===== config.mk =====
export PLATFORM = sky130hd
export DESIGN_NAME = srt_preemptive_scheduler_unit
export DESIGN_NICKNAME = d
export VERILOG_FILES = /design/src/rtl/sps_pkg.sv /design/src/rtl/sps_csr.sv /design/src/rtl/sps_slot_mem.sv /design/src/rtl/sps_scan.sv /design/src/rtl/srt_preemptive_scheduler_unit.sv
export SDC_FILE = /design/constraint.sdc
export NUM_CORES = 1
export LEC_CHECK = 0
export ABC_AREA = 1
export BUFFER_PORTS_ARGS = -buffer_cell sky130_fd_sc_hd__clkbuf_2
export CELL_PAD_IN_SITES_DETAIL_PLACEMENT = 0
export CELL_PAD_IN_SITES_GLOBAL_PLACEMENT = 1
export CORE_ASPECT_RATIO = 0.6
export CORE_UTILIZATION = 39
export CTS_CLUSTER_DIAMETER = 80
export CTS_CLUSTER_SIZE = 8
export DETAILED_ROUTE_END_ITERATION = 7
export PLACE_DENSITY = 0.71
export SLEW_MARGIN = 5
export SYNTH_ARGS = -nofsm -noshare
export SYNTH_HDL_FRONTEND = slang
export SYNTH_SLANG_ARGS = --single-unit

===== constraint.sdc =====
create_clock -name clock -period 4.6 [get_ports clock]
set_input_delay 0.23 -clock clock [delete_from_list [all_inputs] [get_ports clock]]
set_output_delay 0.23 -clock clock [all_outputs]
set_load 0.05 [all_outputs]

===== src/rtl/sps_pkg.sv =====
package sps_pkg;

   localparam int CSR_ADDR_W = 3;
   localparam int CSR_DATA_W = 32;

   // register addresses (byte)
   localparam logic [CSR_ADDR_W-1:0] ADDR_ACTIVE_SLOTS = 3'd0;

   localparam logic OP_LOAD = 1'b0;
   localparam logic OP_TICK = 1'b1;

   // runner codes: 0..255 process number, plus idle and no-previous-segment
   localparam logic [8:0] RUNNER_IDLE = 9'd256;
   localparam logic [8:0] RUNNER_NONE = 9'd511;

   typedef struct packed {
      logic [0:0]  opcode;
      logic [3:0]  slot;
      logic [7:0]  proc_id;
      logic [15:0] arrival;
      logic [15:0] burst;
   } req_type;

   typedef struct packed {
      logic [15:0] tick_time;
      logic        idle;
      logic [7:0]  running_id;
      logic        new_segment;
      logic        finished;
      logic        all_done;
   } rsp_type;

   typedef struct packed {
      logic [7:0]  proc_id;
      logic [15:0] arrival;
      logic [15:0] remaining;
   } slot_entry_type;

   typedef struct packed {
      logic clear;
      logic cmp_en;
   } scan_ctl_type;

   typedef struct packed {
      logic        found;
      logic [7:0]  best_id;
      logic [15:0] best_arr;
      logic [15:0] best_rem;
      logic        done;
   } scan_res_type;

   typedef enum logic [1:0] {
      ST_IDLE,
      ST_SCAN,
      ST_DRAIN,
      ST_UPDATE
   } state_type;

endpackage


===== src/rtl/sps_csr.sv =====
module sps_csr (
   input  logic                                 clock,
   input  logic                                 reset,
   input  logic                                 csr_psel,
   input  logic                                 csr_penable,
   input  logic                                 csr_pwrite,
   input  logic [sps_pkg::CSR_ADDR_W-1:0]       csr_paddr,
   input  logic [sps_pkg::CSR_DATA_W-1:0]       csr_pwdata,
   output logic [sps_pkg::CSR_DATA_W-1:0]       csr_prdata,
   output logic                                 csr_pready,
   output logic [4:0]                           active_slots
);
   import sps_pkg::*;

   logic [4:0] active_ff;
   logic [4:0] active_in;
   logic       sel_active;

   // one register: decode on the word address only
   assign sel_active = (csr_paddr[CSR_ADDR_W-1:2] == ADDR_ACTIVE_SLOTS[CSR_ADDR_W-1:2]);
   assign csr_pready = 1'b1;

   always_comb begin
      active_in = active_ff;
      if (csr_psel && csr_penable && csr_pwrite && csr_pready && sel_active) begin
         active_in = csr_pwdata[4:0];
      end
   end

   always_ff @(posedge clock) begin
      if (reset) begin
         active_ff <= '0;
      end else begin
         active_ff <= active_in;
      end
   end

   assign csr_prdata   = sel_active ? CSR_DATA_W'(active_ff) : '0;
   assign active_slots = active_ff;

endmodule


===== src/rtl/sps_slot_mem.sv =====
module sps_slot_mem #(
   parameter int SLOTS = 16
) (
   input  logic                         clock,
   input  logic                         reset,
   input  logic                         wr_en,
   input  logic [$clog2(SLOTS)-1:0]     wr_addr,
   input  sps_pkg::slot_entry_type      wr_data,
   input  logic                         rd_en,
   input  logic [$clog2(SLOTS)-1:0]     rd_addr,
   output sps_pkg::slot_entry_type      rd_data,
   output logic                         rd_valid
);
   import sps_pkg::*;

   slot_entry_type mem [SLOTS];
   logic [SLOTS-1:0] valid_ff;
   slot_entry_type   rd_data_ff;
   logic             rd_valid_ff;

   always_ff @(posedge clock) begin
      if (wr_en) begin
         mem[wr_addr] <= wr_data;
      end
      if (rd_en) begin
         rd_data_ff <= mem[rd_addr];
      end
   end

   // an entry never written reads back with rd_valid low, which the scan treats as zero remaining work
   always_ff @(posedge clock) begin
      if (reset) begin
         valid_ff    <= '0;
         rd_valid_ff <= 1'b0;
      end else begin
         if (wr_en) begin
            valid_ff[wr_addr] <= 1'b1;
         end
         if (rd_en) begin
            rd_valid_ff <= valid_ff[rd_addr];
         end
      end
   end

   assign rd_data  = rd_data_ff;
   assign rd_valid = rd_valid_ff;

endmodule


===== src/rtl/sps_scan.sv =====
module sps_scan #(
   parameter int SLOTS     = 16,
   parameter int TIME_BITS = 16
) (
   input  logic                         clock,
   input  logic                         reset,
   input  sps_pkg::scan_ctl_type        ctl,
   input  logic [$clog2(SLOTS)-1:0]     cmp_idx,
   input  sps_pkg::slot_entry_type      entry,
   input  logic                         entry_valid,
   input  logic [TIME_BITS-1:0]         time_now,
   input  logic                         cur_valid,
   input  logic [$clog2(SLOTS)-1:0]     cur_slot,
   output sps_pkg::scan_res_type        res,
   output logic [$clog2(SLOTS)-1:0]     best_idx
);
   import sps_pkg::*;

   localparam int IDX_W = $clog2(SLOTS);
   localparam int CMP_W = (TIME_BITS > 16) ? TIME_BITS : 16;

   logic             found_ff, found_in;
   logic             multi_ff, multi_in;
   logic             other_ff, other_in;
   logic [IDX_W-1:0] best_idx_ff, best_idx_in;
   logic [7:0]       best_id_ff, best_id_in;
   logic [15:0]      best_arr_ff, best_arr_in;
   logic [15:0]      best_rem_ff, best_rem_in;

   logic [15:0]      rem;
   logic             arrived;
   logic             cand;
   logic             better;

   assign rem     = entry_valid ? entry.remaining : '0;
   assign arrived = (CMP_W'(entry.arrival) <= CMP_W'(time_now));
   assign cand    = (rem != '0) && arrived;

   // slots come in ascending order, so a full tie keeps the earlier one
   // unless the newcomer is the incumbent
   assign better = (rem < best_rem_ff) ||
                   ((rem == best_rem_ff) &&
                    ((entry.arrival < best_arr_ff) ||
                     ((entry.arrival == best_arr_ff) && cur_valid && (cmp_idx == cur_slot))));

   always_comb begin
      found_in    = found_ff;
      multi_in    = multi_ff;
      other_in    = other_ff;
      best_idx_in = best_idx_ff;
      best_id_in  = best_id_ff;
      best_arr_in = best_arr_ff;
      best_rem_in = best_rem_ff;
      if (ctl.clear) begin
         found_in = 1'b0;
         multi_in = 1'b0;
         other_in = 1'b0;
      end else if (ctl.cmp_en) begin
         if ((rem != '0) && !arrived) begin
            other_in = 1'b1;
         end
         if (cand) begin
            if (found_ff) begin
               multi_in = 1'b1;
            end
            if (!found_ff || better) begin
               found_in    = 1'b1;
               best_idx_in = cmp_idx;
               best_id_in  = entry.proc_id;
               best_arr_in = entry.arrival;
               best_rem_in = rem;
            end
         end
      end
   end

   always_ff @(posedge clock) begin
      if (reset) begin
         found_ff <= 1'b0;
         multi_ff <= 1'b0;
         other_ff <= 1'b0;
      end else begin
         found_ff <= found_in;
         multi_ff <= multi_in;
         other_ff <= other_in;
      end
   end

   always_ff @(posedge clock) begin
      best_idx_ff <= best_idx_in;
      best_id_ff  <= best_id_in;
      best_arr_ff <= best_arr_in;
      best_rem_ff <= best_rem_in;
   end

   assign res.found    = found_ff;
   assign res.best_id  = best_id_ff;
   assign res.best_arr = best_arr_ff;
   assign res.best_rem = best_rem_ff;
   // done after the charge: nothing else holds work, and the runner used its last unit
   assign res.done     = !other_ff &&
                         (!found_ff || (!multi_ff && (best_rem_ff == 16'd1)));
   assign best_idx     = best_idx_ff;

endmodule


===== src/rtl/srt_preemptive_scheduler_unit.sv =====
// Load item: accepted while idle, writes the slot entry, no result.
// Tick item: scan, drain and update states; no new item is taken until the update state
// registers the result. The slot memory is read one entry a cycle by a single comparator
// over the active slots (none: scan skipped), then the update state charges the winner.
// Reset (synchronous) clears the valid bit of every slot at once, the time, the
// incumbent and the segment history; no clearing pass is needed.
module srt_preemptive_scheduler_unit #(
   parameter int SLOTS     = 16,
   parameter int TIME_BITS = 16
) (
   input  logic                               clock,
   input  logic                               reset,
   input  logic                               req_valid,
   output logic                               req_stall,
   input  sps_pkg::req_type                   req_data,
   output logic                               rsp_valid,
   input  logic                               rsp_stall,
   output sps_pkg::rsp_type                   rsp_data,
   input  logic                               csr_psel,
   input  logic                               csr_penable,
   input  logic                               csr_pwrite,
   input  logic [sps_pkg::CSR_ADDR_W-1:0]     csr_paddr,
   input  logic [sps_pkg::CSR_DATA_W-1:0]     csr_pwdata,
   output logic [sps_pkg::CSR_DATA_W-1:0]     csr_prdata,
   output logic                               csr_pready
);
   import sps_pkg::*;

   localparam int IDX_W = $clog2(SLOTS);
   localparam int CNT_W = $clog2(SLOTS + 1);

   state_type        state_ff, state_in;
   logic [CNT_W-1:0] scan_cnt_ff, scan_cnt_in;
   logic             cmp_vld_ff;
   logic [IDX_W-1:0] cmp_idx_ff;
   logic [TIME_BITS-1:0] time_now_ff, time_now_in;
   logic             cur_valid_ff, cur_valid_in;
   logic [IDX_W-1:0] cur_slot_ff, cur_slot_in;
   logic [8:0]       last_runner_ff, last_runner_in;
   logic             rsp_valid_ff, rsp_valid_in;
   rsp_type          rsp_data_ff, rsp_data_in;

   logic [4:0]       active_slots;
   logic [CNT_W-1:0] n_slots;
   logic             req_fire;
   logic             upd_fire;
   logic             last_issue;
   logic             load_ok;

   logic             mem_wr_en;
   logic [IDX_W-1:0] mem_wr_addr;
   slot_entry_type   mem_wr_data;
   logic             mem_rd_en;
   logic [IDX_W-1:0] mem_rd_addr;
   slot_entry_type   mem_rd_data;
   logic             mem_rd_valid;

   scan_ctl_type     scan_ctl;
   scan_res_type     scan_res;
   logic [IDX_W-1:0] best_idx;
   logic [8:0]       runner;

   sps_csr u_csr (
      .clock        (clock),
      .reset        (reset),
      .csr_psel     (csr_psel),
      .csr_penable  (csr_penable),
      .csr_pwrite   (csr_pwrite),
      .csr_paddr    (csr_paddr),
      .csr_pwdata   (csr_pwdata),
      .csr_prdata   (csr_prdata),
      .csr_pready   (csr_pready),
      .active_slots (active_slots)
   );

   sps_slot_mem #(.SLOTS(SLOTS)) u_mem (
      .clock    (clock),
      .reset    (reset),
      .wr_en    (mem_wr_en),
      .wr_addr  (mem_wr_addr),
      .wr_data  (mem_wr_data),
      .rd_en    (mem_rd_en),
      .rd_addr  (mem_rd_addr),
      .rd_data  (mem_rd_data),
      .rd_valid (mem_rd_valid)
   );

   sps_scan #(.SLOTS(SLOTS), .TIME_BITS(TIME_BITS)) u_scan (
      .clock       (clock),
      .reset       (reset),
      .ctl         (scan_ctl),
      .cmp_idx     (cmp_idx_ff),
      .entry       (mem_rd_data),
      .entry_valid (mem_rd_valid),
      .time_now    (time_now_ff),
      .cur_valid   (cur_valid_ff),
      .cur_slot    (cur_slot_ff),
      .res         (scan_res),
      .best_idx    (best_idx)
   );

   always_comb begin
      if (32'(active_slots) > 32'(SLOTS)) begin
         n_slots = CNT_W'(SLOTS);
      end else begin
         n_slots = CNT_W'(active_slots);
      end
   end

   assign req_stall  = (state_ff != ST_IDLE);
   assign req_fire   = req_valid && !req_stall;
   assign upd_fire   = (state_ff == ST_UPDATE) && (!rsp_valid_ff || !rsp_stall);
   assign last_issue = (CNT_W'(scan_cnt_ff + 1'b1) == n_slots);
   assign load_ok    = (32'(req_data.slot) < 32'(SLOTS));
   assign runner     = scan_res.found ? {1'b0, scan_res.best_id} : RUNNER_IDLE;

   // next state
   always_comb begin
      state_in = state_ff;
      case (state_ff)
         ST_IDLE: begin
            if (req_fire && (req_data.opcode == OP_TICK)) begin
               state_in = (n_slots == '0) ? ST_UPDATE : ST_SCAN;
            end
         end
         ST_SCAN: begin
            if (last_issue) begin
               state_in = ST_DRAIN;
            end
         end
         ST_DRAIN: begin
            state_in = ST_UPDATE;
         end
         ST_UPDATE: begin
            if (upd_fire) begin
               state_in = ST_IDLE;
            end
         end
         default: begin
            state_in = ST_IDLE;
         end
      endcase
   end

   // outputs and datapath control
   always_comb begin
      scan_ctl.clear  = 1'b0;
      scan_ctl.cmp_en = cmp_vld_ff;
      mem_rd_en       = 1'b0;
      mem_rd_addr     = scan_cnt_ff[IDX_W-1:0];
      mem_wr_en       = 1'b0;
      mem_wr_addr     = best_idx;
      mem_wr_data.proc_id   = scan_res.best_id;
      mem_wr_data.arrival   = scan_res.best_arr;
      mem_wr_data.remaining = scan_res.best_rem - 16'd1;
      scan_cnt_in     = scan_cnt_ff;
      case (state_ff)
         ST_IDLE: begin
            scan_cnt_in = '0;
            if (req_fire && (req_data.opcode == OP_TICK)) begin
               scan_ctl.clear = 1'b1;
            end
            if (req_fire && (req_data.opcode == OP_LOAD) && load_ok) begin
               mem_wr_en             = 1'b1;
               mem_wr_addr           = IDX_W'(req_data.slot);
               mem_wr_data.proc_id   = req_data.proc_id;
               mem_wr_data.arrival   = req_data.arrival;
               mem_wr_data.remaining = req_data.burst;
            end
         end
         ST_SCAN: begin
            mem_rd_en   = 1'b1;
            scan_cnt_in = CNT_W'(scan_cnt_ff + 1'b1);
         end
         ST_DRAIN: begin
         end
         ST_UPDATE: begin
            // charge the winner one unit
            mem_wr_en = upd_fire && scan_res.found;
         end
         default: begin
         end
      endcase
   end

   always_comb begin
      rsp_data_in.tick_time   = 16'(time_now_ff);
      rsp_data_in.idle        = !scan_res.found;
      rsp_data_in.running_id  = scan_res.found ? scan_res.best_id : '0;
      rsp_data_in.new_segment = (runner != last_runner_ff);
      rsp_data_in.finished    = scan_res.found && (scan_res.best_rem == 16'd1);
      rsp_data_in.all_done    = scan_res.done;

      rsp_valid_in   = rsp_valid_ff;
      time_now_in    = time_now_ff;
      cur_valid_in   = cur_valid_ff;
      cur_slot_in    = cur_slot_ff;
      last_runner_in = last_runner_ff;
      if (rsp_valid_ff && !rsp_stall) begin
         rsp_valid_in = 1'b0;
      end
      if (upd_fire) begin
         rsp_valid_in   = 1'b1;
         last_runner_in = runner;
         if (time_now_ff != '1) begin
            time_now_in = TIME_BITS'(time_now_ff + 1'b1);
         end
         if (scan_res.found) begin
            cur_valid_in = 1'b1;
            cur_slot_in  = best_idx;
         end
      end
   end

   always_ff @(posedge clock) begin
      if (reset) begin
         state_ff       <= ST_IDLE;
         scan_cnt_ff    <= '0;
         cmp_vld_ff     <= 1'b0;
         time_now_ff    <= '0;
         cur_valid_ff   <= 1'b0;
         cur_slot_ff    <= '0;
         last_runner_ff <= RUNNER_NONE;
         rsp_valid_ff   <= 1'b0;
      end else begin
         state_ff       <= state_in;
         scan_cnt_ff    <= scan_cnt_in;
         cmp_vld_ff     <= mem_rd_en;
         time_now_ff    <= time_now_in;
         cur_valid_ff   <= cur_valid_in;
         cur_slot_ff    <= cur_slot_in;
         last_runner_ff <= last_runner_in;
         rsp_valid_ff   <= rsp_valid_in;
      end
   end

   always_ff @(posedge clock) begin
      cmp_idx_ff <= mem_rd_addr;
      if (upd_fire) begin
         rsp_data_ff <= rsp_data_in;
      end
   end

   assign rsp_valid = rsp_valid_ff;
   assign rsp_data  = rsp_data_ff;

   // no write may land while the scan is still reading the memory
   a_no_write_in_scan: assert property (@(posedge clock) disable iff (reset)
      (state_ff == ST_SCAN || state_ff == ST_DRAIN) |-> !mem_wr_en)
      else $error("slot memory written during scan");

   a_scan_in_range: assert property (@(posedge clock) disable iff (reset)
      (state_ff == ST_SCAN) |-> (scan_cnt_ff < n_slots))
      else $error("scan address beyond active slots");

   a_winner_has_work: assert property (@(posedge clock) disable iff (reset)
      (upd_fire && scan_res.found) |-> (scan_res.best_rem != '0))
      else $error("chosen slot has no remaining work");

   a_time_step: assert property (@(posedge clock) disable iff (reset)
      $past(upd_fire) |-> ((time_now_ff == TIME_BITS'($past(time_now_ff) + 1'b1)) ||
                           ($past(time_now_ff) == '1 && $stable(time_now_ff))))
      else $error("time counter did not advance after tick");

endmodule


After elaboration in Yosys (flattened, before gate mapping)
Memories as Yosys holds them, arrays and structs flattened. A register that Yosys moved wholly into a read port is not among the register bits. Index checks and enable logic that the tools add are counted.

Reduce and logical (&&, ||, !) cells: 44. Mux-type cells: 27. $lt $le $gt $ge: 7. Bitwise gates (word level): 4. $add $sub $neg: 3. Equality and inequality tests: 13.

Operators by type and width (count): $mux 40 (2); $eq 16x16->1 (2); $lt 16x16->1 (2); $logic_and 1x1->1 (18); $add 16x1->16 const B (1); $eq 16x1->1 const B (1); $le 16x16->1 (1); $mux 16 (1); $ne 16x16->1 const B (1); $or 16x16->16 (1); $reduce_bool 16->1 (1); $sub 16x1->16 const B (1); $lt 4x5->1 const B (2); $mux 1 (10); $mux 5 (2); $pmux 5 s2 (1); $mux 9 (1); $ne 9x9->1 (1); $reduce_and 3->1 (3); $mux 2 (4); $mux 4 (2); $pmux 2 s4 (1); $logic_not 1->1 (7); $ne 2x2->1 const B (3); other kinds (18) (29).

Memories kept: 1. Memory bits (writable): 640. Input port bits: 87. Word-level logic and storage cells: 124. Register bits after elaboration: 140.

Memory list: u_mem.mem (words 16, width 40, rd ports 1, clocked after Yosys merged registers in 1, wr ports 1, RTL line sps_slot_mem.sv:16) `slot_entry_type mem [SLOTS];`.

Logic depth before layout (Yosys ltp)
Depth after elaboration: 11. Gate-level depth with buffers: 14. Depth with buffers taken out: 14.

Hierarchy
A second synthesis with hierarchy kept.

Cell total of the unflattened synthesis: 2929. Area, all modules: 34256.6 um2.

By module, submodules not included: sps_slot_mem (cells each 2006, seq. area each 20759.9 um2, area an instance 26917.1 um2, instances 1); srt_preemptive_scheduler_unit (cells each 525, seq. area each 1701.6 um2, area an instance 3809.9 um2, instances 1); sps_scan (cells each 320, seq. area each 1381.3 um2, area an instance 3001.6 um2, instances 1); sps_csr (cells each 78, seq. area each 100.1 um2, area an instance 528.0 um2, instances 1).

Worst setup path after synthesis
OpenSTA, ideal clock, no wires.

Path type: reg-to-reg. Start point: register u_mem.rd_valid_ff (netlist: u_mem.rd_valid). End point: register u_scan.best_arr_ff[0] (enable). Stages on the path, launching flop included: 11. Setup slack: 0.419 ns. Arrival time: 3.721 ns. Library setup time: 0.460 ns. Buffers on the path: 2. Data required time: 4.140 ns. Cell sequence: dfxtp_1 -> buf_2 -> buf_2 -> nand2_1 -> inv_1 -> ha_1 -> nand2_1 -> nor4_1 -> and3_1 -> nand2_1 -> a21oi_1.

Cells in the longest elaborated chain, start to end: 6.

Ends and longest elaborated chain: start, declared (RTL line sps_slot_mem.sv:19) `logic rd_valid_ff;`; start signal, assigned (RTL line sps_slot_mem.sv:40) `rd_valid_ff <= valid_ff[rd_addr];`; $mux 16 * (RTL line sps_scan.sv:35) `assign rem = entry_valid ? entry.remaining : '0;`; via u_scan.rem[15] (RTL line sps_scan.sv:30) `logic [15:0] rem;`; branches (longest 4 deep; another with $lt 16x16->1); $reduce_and 4->1 (no source line) *; end signal, assigned (RTL line sps_scan.sv:92) `best_arr_ff <= best_arr_in;`; end, declared (RTL line sps_scan.sv:27) `logic [15:0] best_arr_ff, best_arr_in;`.

Mark *: on every way through the listed nets, which the timed path passes. A chain may end at the register's enable or synchronous reset.

Worst setup path in the final report
Start point: register state_ff[0]. End point: memory u_mem.mem[5][23] (netlist bit) (enable).

Cells in the longest elaborated chain, start to end: 8.

Ends and longest elaborated chain: start, declared (RTL line srt_preemptive_scheduler_unit.sv:32) `state_type state_ff, state_in;`; start signal, assigned (RTL line srt_preemptive_scheduler_unit.sv:226) `state_ff <= state_in;`; $reduce_bool 2->1 (RTL line srt_preemptive_scheduler_unit.sv:110) `assign req_stall = (state_ff != ST_IDLE);`; $logic_not 1->1 (RTL line srt_preemptive_scheduler_unit.sv:111) `assign req_fire = req_valid && !req_stall;`; $logic_and 1x1->1 (RTL line srt_preemptive_scheduler_unit.sv:111); $logic_and 1x1->1 (RTL line srt_preemptive_scheduler_unit.sv:163) `if (req_fire && (req_data.opcode == OP_LOAD) && load_ok) begin`; $mux 1 (RTL line srt_preemptive_scheduler_unit.sv:163); $pmux 1 s2 (RTL line srt_preemptive_scheduler_unit.sv:157) `case (state_ff)`; $mux 1 (RTL line sps_slot_mem.sv:22) `if (wr_en) begin`; $mux 1 (not written as such) (RTL line sps_slot_mem.sv:23) `mem[wr_addr] <= wr_data;`; end, declared (RTL line sps_slot_mem.sv:16).

Parallel ways exist; a longest one is shown, timed or not.

==> flow_metrics.tcl <==
set metrics [dict create \
    async_flop_share_pct 0 \
    antenna_left 0 \
    period_needed_ps 3300 \
    drt_iter0_markers 2271 \
    io_buffers 92 \
    ys_warn_count 0 \
    instances_no_fill 4038 \
    status "finished, violations left" \
    slew_headroom_pct 18.6 \
    ioPinCount 150 \
    cpMostUsedCell "inv_2" \
    wl_per_cell_um 22.7 \
    nets 2984 \
    finalMaxSlewViolations 0 \
    tns_ps 0 \
    placed_cells 3867 \
    crit_chain "inv_1 -> ha_1 -> nand3b_4 -> inv_2 -> or2_1 -> o21ai_2 -> inv_2 -> nor2_2 -> nand3_1 -> inv_2 -> buf_4" \
    clockRootBuffer "clkbuf_16" \
    htree_levels 3 \
    rows 83 \
    post_cts_resize_count 0 \
    die_area_um2 87500 \
    grt.total_usage_pct 20.6 \
    netlist_area_um2 33600 \
    synthToLayoutAreaGrowth_pct 15.1 \
    antenna_found_initial 1 \
    vias_per_cell 5.54 \
    cp.required_ps 4960 \
    grt_pass1_vias 21600 \
    start_util_pct 39.4 \
    placed_cell_area_um2 35500 \
    clock_path_buffers 3 \
    crit_path_top_delay_cell "inv_2" \
    fin_crit_sh_pct 71.7 \
    max_freq_mhz 303 \
    drc 4 \
    drv_cap 0 \
    fin_area_um2 38700 \
    rsz0062_at_grt "no" \
    synth-edff-count 752 \
    clock-sinks 820 \
    cts.clk_slew.worst_paths_ps 50 \
    setup.worst_path.class "flop to flop" \
    die_w_um 381 \
    setup_viol 0 \
    hold_violations 0 \
    syn_avg_cell_area_um2 12.4 \
    path_max_fanout 18 \
    irDropWorstVdd_mv 0.345 \
    yosys_register_bits 820 \
    end_kind "flop" \
    grt_max_degree 177 \
    die_y_um 229 \
    seq_area_frac_synth_pct 71.2 \
    p_per_area_nw_per_um2 517 \
    tightest_slew_ps 1210 \
    core_um2 85500 \
    cts_tree "built" \
    p_leak_uw 0.0134 \
    clk_latency_ps 670 \
    layout-drive-gt1-share_pct 11.4 \
    violations "design-rule violations" \
    cts_made_buffers 112 \
    drt_wl_total_mm 91.6 \
    gp_congestion 0.867 \
    arrival_ps 3650 \
    vias 22400 \
    cpPeakStageDelay_ps 570 \
    min_path_type "primary input to flop" \
    start_kind "flop" \
    ys.flop_type "edfxtp_1" \
    overflow 0 \
    dp_hpwl_mm 50.6 \
    synthCells 2723 \
    postCtsSetupRepairBufs 0 \
    grt_first_pass_wirelength_mm 135 \
    final_util_pct 45.3 \
    ys_types 47 \
    skew_ps 27.9 \
    firstDrtPassIters 7 \
]
[cells in the mapped netlist, drive strengths merged, types with 11 or more instances]
cell type  instances  area, µm²
inv              151        567
nor2             408       1550
dfxtp             68       1360
o221ai           140       1230
edfxtp           752      22600
o21a              11       82.6
o211ai            23        173
clkbuf           117        440
o22ai             21        131
nor3              16        111
o21ai            386       1940
ha                56        701
nand3            103        515
nand4             11       68.8
nand2            259        987
buf               69        427
a21oi             87        435
[critical path: cells and delay by family, from the launching register on]
family,cells,cell delay (ps)
and+or+nand+nor,4,880
buffers and inverters,5,1280
DFF,1,380
AOI/OAI and AO/OA,1,120
adders and majority gates,1,310
[cell families after synthesis]
family / after synthesis / synth area share, %
AOI/OAI and AO/OA: 680 / 12.1
xor gates and xnor gates: 16 / 0.417
adders and majority gates: 56 / 2.08
buffers and inverters: 340 / 4.30
DFF: 820 / 71.2
other: 2 / 0.0223
and+or+nand+nor: 809 / 9.88
[through the flow]
stage | hold slack (ps) | setup slack [ps] | power [µW]
after floorplan | 326 | 419 | 11500
after global placement | 409 | 1430 | 12500
after detailed placement | 406 | 1330 | 12700
after CTS | 0.469 | 1310 | 20100
after global routing | 103 | 1070 | 20800
final | 29.2 | 1300 | 20000
[timing repair]
item	4_1_cts	5_1_grt
hold endpoints to repair	6	0
endpoints found under the setup margin	0	0
hold buffers	7	0
[state kept, by name (all words and copies together) (netlist names), 5 cells and up]
| name | cells |
|---|---|
| rsp_data | 28 |
| u_scan.best_arr_ff | 16 |
| last_runner_ff | 9 |
| u_scan.best_rem_ff | 16 |
| u_scan.best_id_ff | 8 |
| u_mem.rd_data | 40 |
| u_mem.mem | 640 |
| time_now_ff | 16 |
| u_mem.valid_ff | 16 |
| u_csr.active_slots | 5 |
| scan_cnt_ff | 5 |
[power breakdown]
group          internal, µW  switching, µW  total [µW]  leakage (µW)
registers              8880            213        9090       0.00734
clock network          4510           2950        7470       0.00150
logic                   868           2570        3440       0.00458
total                 14300           5740       20000        0.0134
[placed cells by master, fill, tap and decap left out, types with 43 or more instances in the layout]
cell type    n
nor2_1     403
a21oi_1     86
o221ai_1   140
nand3_1    103
clkbuf_2    92
inv_1      127
clkbuf_1    43
ha_1        55
dfxtp_1     64
buf_4       49
clkbuf_16  114
edfxtp_1   752
o21ai_0    382
nand2_1    255
[final timing paths]
check	from	to	slack, ps	depth (start not counted)
max	state_ff[0]	u_mem.mem[5][23]	1300	11
min	csr_penable	u_csr.active_slots[2]	30	5
max reg2reg	state_ff[0]	u_mem.mem[5][23]	1300	11
min reg2reg	u_mem.rd_data[37]	u_scan.best_id_ff[5]	420	0
[routing by layer]
metal / vias up / GRT usage (%) / part of all wire (%) / routed length (µm)
li1: 10100 / - / - / -
met3: 148 / 4.26 / 8.7 / 8000
met5: - / 0 / 0 / 0
met1: 11100 / 30.0 / 45 / 41200
met4: 0 / 6.11 / 2.1 / 1890
met2: 949 / 31.0 / 44 / 40400
[final cells by class]
cell class | count | area, µm²
fill | 7540 | 46800
sequential | 820 | 24000
multi-input combinational | 1589 | 8380
clock buffer | 157 | 3010
tap | 1147 | 1440
timing repair buffer | 164 | 1220
inverter | 154 | 587
clock inverter | 6 | 108
antenna | 1 | 2.50
(Power assumes the default switching activity.)
